--- config.mk ---
export PLATFORM = sky130hd
export DESIGN_NAME = z80_instruction_predecoder_core
export DESIGN_NICKNAME = d
export VERILOG_FILES = /design/src/zpd_pkg.sv /design/src/zpd_in_reg.sv /design/src/zpd_step.sv /design/src/zpd_out_reg.sv /design/src/z80_instruction_predecoder_core.sv
export SDC_FILE = /design/constraint.sdc
export NUM_CORES = 1
export LEC_CHECK = 0
export ABC_AREA = 0
export BUFFER_PORTS_ARGS = -buffer_cell sky130_fd_sc_hd__buf_2
export CAP_MARGIN = 20
export CORE_MARGIN = 5
export CORE_UTILIZATION = 53
export DETAILED_ROUTE_END_ITERATION = 16
export MAX_ROUTING_LAYER = met4
export PLACE_DENSITY = 0.76
export SYNTH_ARGS = -nofsm -noshare
export SYNTH_HDL_FRONTEND = slang
export SYNTH_SLANG_ARGS = --single-unit
--- constraint.sdc ---
create_clock -name clk -period 4.25 [get_ports clk]
set_input_delay 0.425 -clock clk [delete_from_list [all_inputs] [get_ports clk]]
set_output_delay 0.425 -clock clk [all_outputs]
set_load 0.02 [all_outputs]
--- src/zpd_pkg.sv ---
package zpd_pkg;

    localparam logic [7:0] PFX_DD = 8'hDD;
    localparam logic [7:0] PFX_FD = 8'hFD;
    localparam logic [7:0] PFX_ED = 8'hED;
    localparam logic [7:0] PFX_CB = 8'hCB;

    localparam logic [1:0] IDX_HL = 2'd0;
    localparam logic [1:0] IDX_IX = 2'd1;
    localparam logic [1:0] IDX_IY = 2'd2;

    localparam logic [1:0] KIND_MAIN = 2'd0;
    localparam logic [1:0] KIND_CB   = 2'd1;
    localparam logic [1:0] KIND_ED   = 2'd2;

    localparam logic [3:0] LEN_MAX = 4'd15;

    typedef enum logic [2:0] {
        PH_PREFIX = 3'd0,
        PH_ED_OP  = 3'd1,
        PH_CB_DSP = 3'd2,
        PH_CB_OP  = 3'd3,
        PH_DISP   = 3'd4,
        PH_IMM    = 3'd5
    } phase_t;

    typedef struct packed {
        logic       valid;
        logic [7:0] data;
    } byte_word_t;

    typedef struct packed {
        logic [1:0]  index_mode;
        logic [1:0]  prefix_kind;
        logic [7:0]  opcode_byte;
        logic        has_displacement;
        logic [7:0]  displacement;
        logic [1:0]  immediate_count;
        logic [15:0] immediate;
        logic        unknown_code;
        logic [3:0]  byte_length;
    } rec_t;

    typedef struct packed {
        logic       need_disp;
        logic [1:0] imm_n;
        logic       unknown;
    } cls_t;

    function automatic cls_t classify(input logic [1:0] kind, input logic [7:0] op,
                                      input logic [1:0] im);
        cls_t       c;
        logic [1:0] x;
        logic [2:0] y;
        logic [2:0] z;
        logic [1:0] p;
        logic       q;
        logic       idx;
        x   = op[7:6];
        y   = op[5:3];
        z   = op[2:0];
        p   = op[5:4];
        q   = op[3];
        idx = (im != IDX_HL);
        c   = '0;
        if (kind == KIND_CB) begin
            c = '0;
        end else if (kind == KIND_ED) begin
            if (x == 2'd1) begin
                if (z == 3'd3) c.imm_n = 2'd2;
            end else if (!(x == 2'd2 && z <= 3'd3 && y >= 3'd4)) begin
                c.unknown = 1'b1;
            end
        end else begin
            case (x)
                2'd0: begin
                    case (z)
                        3'd0: if (y >= 3'd2) c.imm_n = 2'd1;
                        3'd1: if (!q) c.imm_n = 2'd2;
                        3'd2: if (y >= 3'd4) c.imm_n = 2'd2;
                        3'd4, 3'd5: if (y == 3'd6 && idx) c.need_disp = 1'b1;
                        3'd6: begin
                            c.imm_n = 2'd1;
                            if (y == 3'd6 && idx) c.need_disp = 1'b1;
                        end
                        default: c = '0;
                    endcase
                end
                2'd1: begin
                    if (!(y == 3'd6 && z == 3'd6) && (y == 3'd6 || z == 3'd6) && idx)
                        c.need_disp = 1'b1;
                end
                2'd2: begin
                    if (z == 3'd6 && idx) c.need_disp = 1'b1;
                end
                default: begin
                    case (z)
                        3'd2, 3'd4: c.imm_n = 2'd2;
                        3'd3: begin
                            if (y == 3'd0) c.imm_n = 2'd2;
                            else if (y inside {3'd2, 3'd3}) c.imm_n = 2'd1;
                        end
                        3'd5: if (q && p == 2'd0) c.imm_n = 2'd2;
                        3'd6: c.imm_n = 2'd1;
                        default: c = '0;
                    endcase
                end
            endcase
        end
        return c;
    endfunction

endpackage

--- src/zpd_in_reg.sv ---
module zpd_in_reg
    import zpd_pkg::*;
(
    input  logic       clk,
    input  logic       rst_n,
    input  logic       in_valid,
    output logic       in_ready,
    input  logic [7:0] code_byte,
    input  logic       advance,
    output byte_word_t word
);

    logic       valid_reg;
    logic [7:0] data_reg;

    assign in_ready   = !valid_reg || advance;
    assign word.valid = valid_reg;
    assign word.data  = data_reg;

    always_ff @(posedge clk or negedge rst_n)
    begin
        if (!rst_n)
        begin
            valid_reg <= 1'b0;
        end
        else if (in_ready)
        begin
            valid_reg <= in_valid;
        end
    end

    always_ff @(posedge clk)
    begin
        if (in_valid && in_ready)
        begin
            data_reg <= code_byte;
        end
    end

endmodule

--- src/zpd_step.sv ---
module zpd_step
    import zpd_pkg::*;
(
    input  logic       clk,
    input  logic       rst_n,
    input  byte_word_t word,
    input  logic       advance,
    output logic       rec_valid,
    output rec_t       rec
);

    phase_t      phase_reg,  phase_next;
    logic [1:0]  im_reg,     im_next;
    logic [1:0]  kind_reg,   kind_next;
    logic [7:0]  op_reg,     op_next;
    logic [8:0]  disp_reg,   disp_next;
    logic [15:0] imm_reg,    imm_next;
    logic [1:0]  rem_reg,    rem_next;
    logic [3:0]  len_reg,    len_next;
    logic [7:0]  b;
    logic [3:0]  len_inc;
    logic [1:0]  pos;
    logic        emit;
    cls_t        cls;

    assign b       = word.data;
    assign len_inc = (len_reg < LEN_MAX) ? len_reg + 4'd1 : len_reg;

    always_comb
    begin
        im_next   = im_reg;
        kind_next = kind_reg;
        op_next   = op_reg;
        case (phase_reg)
            PH_ED_OP, PH_CB_OP: op_next = b;
            PH_PREFIX:
            begin
                if (b == PFX_DD) im_next = IDX_IX;
                else if (b == PFX_FD) im_next = IDX_IY;
                else if (b == PFX_ED)
                begin
                    kind_next = KIND_ED;
                    im_next   = IDX_HL;
                end
                else if (b == PFX_CB) kind_next = KIND_CB;
                else
                begin
                    kind_next = KIND_MAIN;
                    op_next   = b;
                end
            end
            default: op_next = op_reg;
        endcase
    end

    assign cls = classify(kind_next, op_next, im_next);
    assign pos = cls.imm_n - rem_reg;

    always_comb
    begin
        phase_next = phase_reg;
        disp_next  = disp_reg;
        imm_next   = imm_reg;
        rem_next   = rem_reg;
        len_next   = len_inc;
        emit       = 1'b0;
        case (phase_reg)
            PH_ED_OP, PH_CB_OP:
            begin
                rem_next = cls.imm_n;
                if (cls.need_disp) phase_next = PH_DISP;
                else if (cls.imm_n != 2'd0) phase_next = PH_IMM;
                else emit = 1'b1;
            end
            PH_CB_DSP:
            begin
                disp_next  = {1'b1, b};
                phase_next = PH_CB_OP;
            end
            PH_DISP:
            begin
                disp_next = {1'b1, b};
                if (rem_reg != 2'd0) phase_next = PH_IMM;
                else emit = 1'b1;
            end
            PH_IMM:
            begin
                if (pos == 2'd0) imm_next = imm_reg | {8'h00, b};
                else imm_next = imm_reg | {b, 8'h00};
                if (rem_reg != 2'd0) rem_next = rem_reg - 2'd1;
                if (rem_next == 2'd0) emit = 1'b1;
            end
            default:
            begin
                if (b == PFX_ED) phase_next = PH_ED_OP;
                else if (b == PFX_CB)
                    phase_next = (im_reg != IDX_HL) ? PH_CB_DSP : PH_CB_OP;
                else if (b != PFX_DD && b != PFX_FD)
                begin
                    rem_next = cls.imm_n;
                    if (cls.need_disp) phase_next = PH_DISP;
                    else if (cls.imm_n != 2'd0) phase_next = PH_IMM;
                    else emit = 1'b1;
                end
            end
        endcase

        rec.index_mode       = im_next;
        rec.prefix_kind      = kind_next;
        rec.opcode_byte      = op_next;
        rec.has_displacement = disp_next[8];
        rec.displacement     = disp_next[7:0];
        rec.immediate_count  = cls.imm_n;
        rec.immediate        = imm_next;
        rec.unknown_code     = cls.unknown;
        rec.byte_length      = len_inc;
    end

    assign rec_valid = advance && word.valid && emit;

    always_ff @(posedge clk or negedge rst_n)
    begin
        if (!rst_n)
        begin
            phase_reg <= PH_PREFIX;
            im_reg    <= IDX_HL;
            kind_reg  <= KIND_MAIN;
            op_reg    <= '0;
            disp_reg  <= '0;
            imm_reg   <= '0;
            rem_reg   <= '0;
            len_reg   <= '0;
        end
        else if (advance && word.valid)
        begin
            if (emit)
            begin
                phase_reg <= PH_PREFIX;
                im_reg    <= IDX_HL;
                kind_reg  <= KIND_MAIN;
                op_reg    <= '0;
                disp_reg  <= '0;
                imm_reg   <= '0;
                rem_reg   <= '0;
                len_reg   <= '0;
            end
            else
            begin
                phase_reg <= phase_next;
                im_reg    <= im_next;
                kind_reg  <= kind_next;
                op_reg    <= op_next;
                disp_reg  <= disp_next;
                imm_reg   <= imm_next;
                rem_reg   <= rem_next;
                len_reg   <= len_next;
            end
        end
    end

    a_imm_pending: assert property (@(posedge clk) disable iff (!rst_n)
        phase_reg == PH_IMM |-> rem_reg != 2'd0)
        else $error("immediate phase with nothing left to take");

    a_disp_indexed: assert property (@(posedge clk) disable iff (!rst_n)
        rec_valid && rec.has_displacement |-> rec.index_mode != IDX_HL)
        else $error("displacement on an unindexed instruction");

    a_ed_hl: assert property (@(posedge clk) disable iff (!rst_n)
        rec_valid && rec.prefix_kind == KIND_ED |-> rec.index_mode == IDX_HL)
        else $error("ED instruction left indexed");

    a_emit_clears: assert property (@(posedge clk) disable iff (!rst_n)
        rec_valid |=> phase_reg == PH_PREFIX && len_reg == 4'd0)
        else $error("state not cleared after record");

endmodule

--- src/zpd_out_reg.sv ---
module zpd_out_reg
    import zpd_pkg::*;
(
    input  logic clk,
    input  logic rst_n,
    input  logic rec_valid,
    input  rec_t rec,
    output logic advance,
    output logic out_valid,
    input  logic out_ready,
    output rec_t out_rec
);

    logic valid_reg;
    rec_t rec_reg;

    assign advance   = !valid_reg || out_ready;
    assign out_valid = valid_reg;
    assign out_rec   = rec_reg;

    always_ff @(posedge clk or negedge rst_n)
    begin
        if (!rst_n)
        begin
            valid_reg <= 1'b0;
        end
        else if (advance)
        begin
            valid_reg <= rec_valid;
        end
    end

    always_ff @(posedge clk)
    begin
        if (advance && rec_valid)
        begin
            rec_reg <= rec;
        end
    end

endmodule

--- src/z80_instruction_predecoder_core.sv ---
// Z80 instruction predecoder. Takes one code byte a cycle while the result register
// drains, and returns one decoded word on the byte that completes an instruction
// (prefixes, opcode, displacement, immediates). A byte passes an input register, the
// phase machine and a result register, and the word is registered in the result
// register; a full result register that waits on out_ready stalls the input.
module z80_instruction_predecoder_core
    import zpd_pkg::*;
(
    input  logic        clk,
    input  logic        rst_n,
    input  logic        in_valid,
    output logic        in_ready,
    input  logic [7:0]  code_byte,
    output logic        out_valid,
    input  logic        out_ready,
    output logic [1:0]  index_mode,
    output logic [1:0]  prefix_kind,
    output logic [7:0]  opcode_byte,
    output logic        has_displacement,
    output logic [7:0]  displacement,
    output logic [1:0]  immediate_count,
    output logic [15:0] immediate,
    output logic        unknown_code,
    output logic [3:0]  byte_length
);

    byte_word_t word;
    logic       advance;
    logic       rec_valid;
    rec_t       rec;
    rec_t       out_rec;

    zpd_in_reg u_in_reg (
        .clk       (clk),
        .rst_n     (rst_n),
        .in_valid  (in_valid),
        .in_ready  (in_ready),
        .code_byte (code_byte),
        .advance   (advance),
        .word      (word)
    );

    zpd_step u_step (
        .clk       (clk),
        .rst_n     (rst_n),
        .word      (word),
        .advance   (advance),
        .rec_valid (rec_valid),
        .rec       (rec)
    );

    zpd_out_reg u_out_reg (
        .clk       (clk),
        .rst_n     (rst_n),
        .rec_valid (rec_valid),
        .rec       (rec),
        .advance   (advance),
        .out_valid (out_valid),
        .out_ready (out_ready),
        .out_rec   (out_rec)
    );

    assign index_mode       = out_rec.index_mode;
    assign prefix_kind      = out_rec.prefix_kind;
    assign opcode_byte      = out_rec.opcode_byte;
    assign has_displacement = out_rec.has_displacement;
    assign displacement     = out_rec.displacement;
    assign immediate_count  = out_rec.immediate_count;
    assign immediate        = out_rec.immediate;
    assign unknown_code     = out_rec.unknown_code;
    assign byte_length      = out_rec.byte_length;

endmodule
# After elaboration in Yosys (flattened, before gate mapping)
# Index checks and enable logic that the tools add are counted.
[totals]
register_bits = 100
[op_classes]
addsub = 3
order_cmp = 4
eq_ne = 29
n_mux = 69
bitwise_logic = 2
reduce_logical = 40
[ops]
columns = ["cell", "n"]
rows = [
  ["16-bit two-way mux", 3],
  ["2-bit two-way mux", 22],
  ["8-bit two-way mux", 5],
  ["8-bit equality test (second input constant)", 4],
  ["3-bit two-way mux", 8],
  ["3-bit by 2-bit equality test with 1-bit output (second input constant)", 6],
  ["3-bit equality test (second input constant)", 6],
  ["1-bit two-way mux", 18],
  ["9-bit two-way mux", 2],
  ["8-bit != test (second input constant)", 2],
  ["16-bit bitwise OR", 1],
  ["16-bit by 8-bit bitwise OR with 16-bit output", 1],
  ["2-bit one-hot mux with 4 select lines", 2],
  ["8-bit one-hot mux with 2 select lines", 1],
  ["1-bit logical AND", 13],
  ["4-bit two-way mux", 3],
  ["3-bit one-hot mux with 4 select lines", 1],
  ["2-bit nonzero test", 5],
  ["3-bit logical NOT", 3],
  ["2-bit logical NOT", 4],
  ["4-bit by 3-bit != test with 1-bit output (second input constant)", 2],
  ["2-bit OR reduction", 4],
  ["7-bit nonzero test", 1],
  ["3-bit by 1-bit equality test with 1-bit output (second input constant)", 2],
  ["other kinds (21)", 28],
]

# Logic depth before layout (Yosys ltp)
[depth]
word_depth = 24
ltp_mapped = 17
ltp_nobuf = 13

# By module
# From an unflattened synthesis, not the netlist that was laid out.
[hier_totals]
hier_cells = 468
hier_area_um2 = 5207.5
[by_module_without_submodules]
columns = ["mod", "instances", "cells_per_inst", "area_per_inst_um2", "seq_area_each_um2"]
rows = [
  ["zpd_step", 1, 407, 3530.9, 1151.1],
  ["zpd_out_reg", 1, 48, 1375.1, 1346.3],
  ["zpd_in_reg", 1, 13, 301.5, 265.3],
]

# Worst setup path after synthesis
# OpenSTA, ideal clock, no wires.
[synth_timing]
path_type = "reg2reg"
start = "register u_step.phase_reg[2]"
end = "register u_out_reg.rec_reg (netlist bit u_out_reg.out_rec[0]), enable pin"
setup_time_ps = 406
arrival_time_ps = 4012
slack_ps = -168
stages_incl_launch_ff = 17
period_less_slack_ps = 4418
path_cell_list = "dfrtp_1 > clkbuf_1 > or2_0 > clkbuf_1 > a21o_1 > buf_6 > o21ai_0 > inv_1 > ha_1 > nor2b_1 > o41ai_1 > a211o_1 > and2_4 > nand4b_1 > o21ai_1 > buf_2 > and2_1"
[synth_rtl]
columns = ["element", "line_no", "rtl"]
rows = [
  ["start, declared", "zpd_step.sv:12", "phase_t phase_reg, phase_next;"],
  ["start signal, assigned", "zpd_step.sv:149", "phase_reg <= phase_next;"],
  ["end signal, assigned", "zpd_out_reg.sv:37", "rec_reg <= rec;"],
  ["end, declared", "zpd_out_reg.sv:15", "rec_t rec_reg;"],
]

==> flow_summary.json <==
{
  "end_kind": "register",
  "total_power_mw": 3.87,
  "ys_types": 80,
  "synthFlopType": "edfxtp_1",
  "synth_top_area_share_pct": 29.7,
  "avgSynthCellArea_um2": 11.1,
  "yosysMostFrequentCell": "edfxtp_1",
  "synthCells": 471,
  "cts_tree": "done",
  "ys_warn_count": 0,
  "path_cells": "or4b_4, o21ai_2, a21oi_2, o22ai_1, inv_1, ha_1, nor2b_1, o211ai_1, a211o_1, and2_4, and4b_4, a21boi_0, a22o_1",
  "cp_max_fo": 7,
  "critical_path_buf_inv_count": 1,
  "cp.required_ns": 4.55,
  "final_cells": 682,
  "grt_pass1_vias": 4167,
  "cpPeakStageDelay_ns": 0.61,
  "vias": 4201,
  "relSlewSlack_pct": 46.6,
  "dpl.cell_count": 665,
  "numCtsBuffers": 9,
  "die_x_um": 110,
  "drc": 0,
  "yosys_register_bits": 100,
  "n_antenna_cell": 0,
  "period_share_pct": 93.3,
  "skew_ns": 0.0118,
  "initial_core_util_pct": 54.0,
  "cp-start-kind": "register",
  "cap_viol_max_count": 0,
  "grt_max_degree": 29,
  "setup_violations": 0,
  "port_buffers": 57,
  "grt_overflow": 0,
  "synth_area_leaders": "edfxtp_1, dfrtp_1, a22o_1",
  "ant_nets": 0,
  "die_h_um": 110,
  "grt_antenna_before_repair": 0,
  "synth.largest_area_cell": "edfxtp_1",
  "synth_nets": 488,
  "worstHoldPathType": "in -> reg",
  "cts.htree.levels": 3,
  "syn_area_um2": 5250,
  "area_growth_pct": 16.3,
  "slew_viol_final": 0,
  "place_congestion": 0.912,
  "core_area_um2": 9730,
  "slowest_stage": "or4b_4",
  "grt_use_total_pct": 24.7,
  "clk_latency_ns": 0.38,
  "hold_viol_final": 0,
  "yosysSeqAreaShare_pct": 52.6,
  "clock-sinks": 100,
  "power.density_nw_per_um2": 634,
  "wl_per_cell_um": 20.0,
  "crit_family": "compound AO/OA/AOI/OAI gates",
  "drive_gt1_share_pct": 28.2,
  "synth_common_cells": "edfxtp_1, dfrtp_1, nand2_1",
  "async_flop_share_pct": 48.0,
  "wirelength_um": 13700,
  "status": "finished, final reports clean",
  "rows": 36,
  "worstPathArrival_ns": 4.26,
  "drtPass1Iterations": 5,
  "critPathKind": "reg -> reg",
  "p_leak_nw": 2.51,
  "max_slew.worst_pin.slew_ns": 0.798,
  "nNetsFinal": 561,
  "fin_setup_tns_ns": 0,
  "num_io_pins": 58,
  "root_buffer": "clkbuf_8",
  "hpwlAfterDp_um": 9770,
  "largest_register_ffs": 44,
  "grt_pass1_wl_um": 21700,
  "cts_buffer_depth": 2,
  "fin_crit_ns": 3.97,
  "drt-initial-drc-count": 322,
  "rsz0062_at_grt": "no",
  "fmax_mhz": 252,
  "vdd_drop_max_uv": 317,
  "clkTransAtPathRegs_ns": 0.09,
  "die_area_um2": 12000,
  "synth-edff-count": 52,
  "vias_per_cell": 6.16
}
## repair_timing
| action | 4_1_cts | 5_1_grt |
|---|---|---|
| hold buffers | 1 | 0 |
| hold endpoints to repair | 2 | 0 |
| buffers inserted | 0 | 0 |
| gates resized for setup | 0 | 1 |
| setup endpoints to repair | 0 | 44 |
## final timing paths
check                                     startpoint              endpoint  slack [ns]  cells past startpoint
worst max-delay path            u_in_reg.data_reg[4]   u_step.phase_reg[2]        0.28                     13
worst min-delay path                    code_byte[7]  u_in_reg.data_reg[7]        0.22                      1
worst max register to register  u_in_reg.data_reg[4]   u_step.phase_reg[2]        0.28                     13
worst min register to register      u_step.op_reg[0]      u_step.op_reg[0]        0.50                      2
max in group asynchronous                      rst_n      u_step.op_reg[0]        3.17                      3
min in group asynchronous                      rst_n     u_step.imm_reg[5]        0.53                      2
## per-layer routing
layer / part of all wire, % / global-route usage, % / wire length (µm) / up-vias
met5: 0 / - / 0 / -
met4: 2.2 / 9.97 / 303 / 0
met3: 7.0 / 4.70 / 951 / 44
met2: 49 / 39.1 / 6730 / 182
met1: 42 / 31.5 / 5680 / 2046
li1: - / - / - / 1929
## kinds of logic after synthesis
logic type	after synthesis	synth area share (%)
AND/OR/NAND/NOR	133	14.4
buffers and inverters	59	5.20
AO/OA/AOI/OAI	154	22.1
XOR/XNOR	5	1.19
adder cells (fa/ha/maj)	5	1.19
flip-flops	100	52.6
multiplexers	15	3.31
## placed cells by master (no fill, tap or decap), types with 7 or more instances in the layout
cell type and n:
clkbuf_8 10, a32oi_1 7, o21bai_1 7, buf_4 35
a22o_1 17, nand2_1 36, nor3_1 8, mux2_2 9
nor2_1 21, o211ai_1 12, a21oi_1 28, dfrtp_1 48
a22oi_1 9, o21ai_0 18, buf_2 57, inv_1 22
edfxtp_1 52, nand3_1 10, nand4_1 8
## cell type report
cell class	instances	area [µm²]
Clock buffer	11	141
Timing Repair Buffer	97	638
Sequential cell	100	2760
Fill cell	821	3620
Clock inverter	5	85.1
Multi-Input combinational cell	312	2220
Inverter	24	95.1
Tap cell	133	166
## per-stage QoR
step	instance area [µm²]	hold WS, ns	utilization (%)	setup slack, ns
floorplan	5250	0.129	-	0.302
global placement	5850	0.461	60.1	0.471
detailed placement	5870	0.417	60.3	0.342
CTS	6100	0.204	62.7	0.328
global route	6100	0.206	62.7	0.0663
finish	6100	0.218	62.7	0.284
## where the power goes
part / switching, mW / internal [mW] / total [mW]
clock network: 0.331 / 0.351 / 0.682
logic: 1.11 / 0.603 / 1.71
registers: 0.142 / 1.33 / 1.48
total: 1.58 / 2.29 / 3.87
Note: power is estimated with default switching activity, not from simulation.
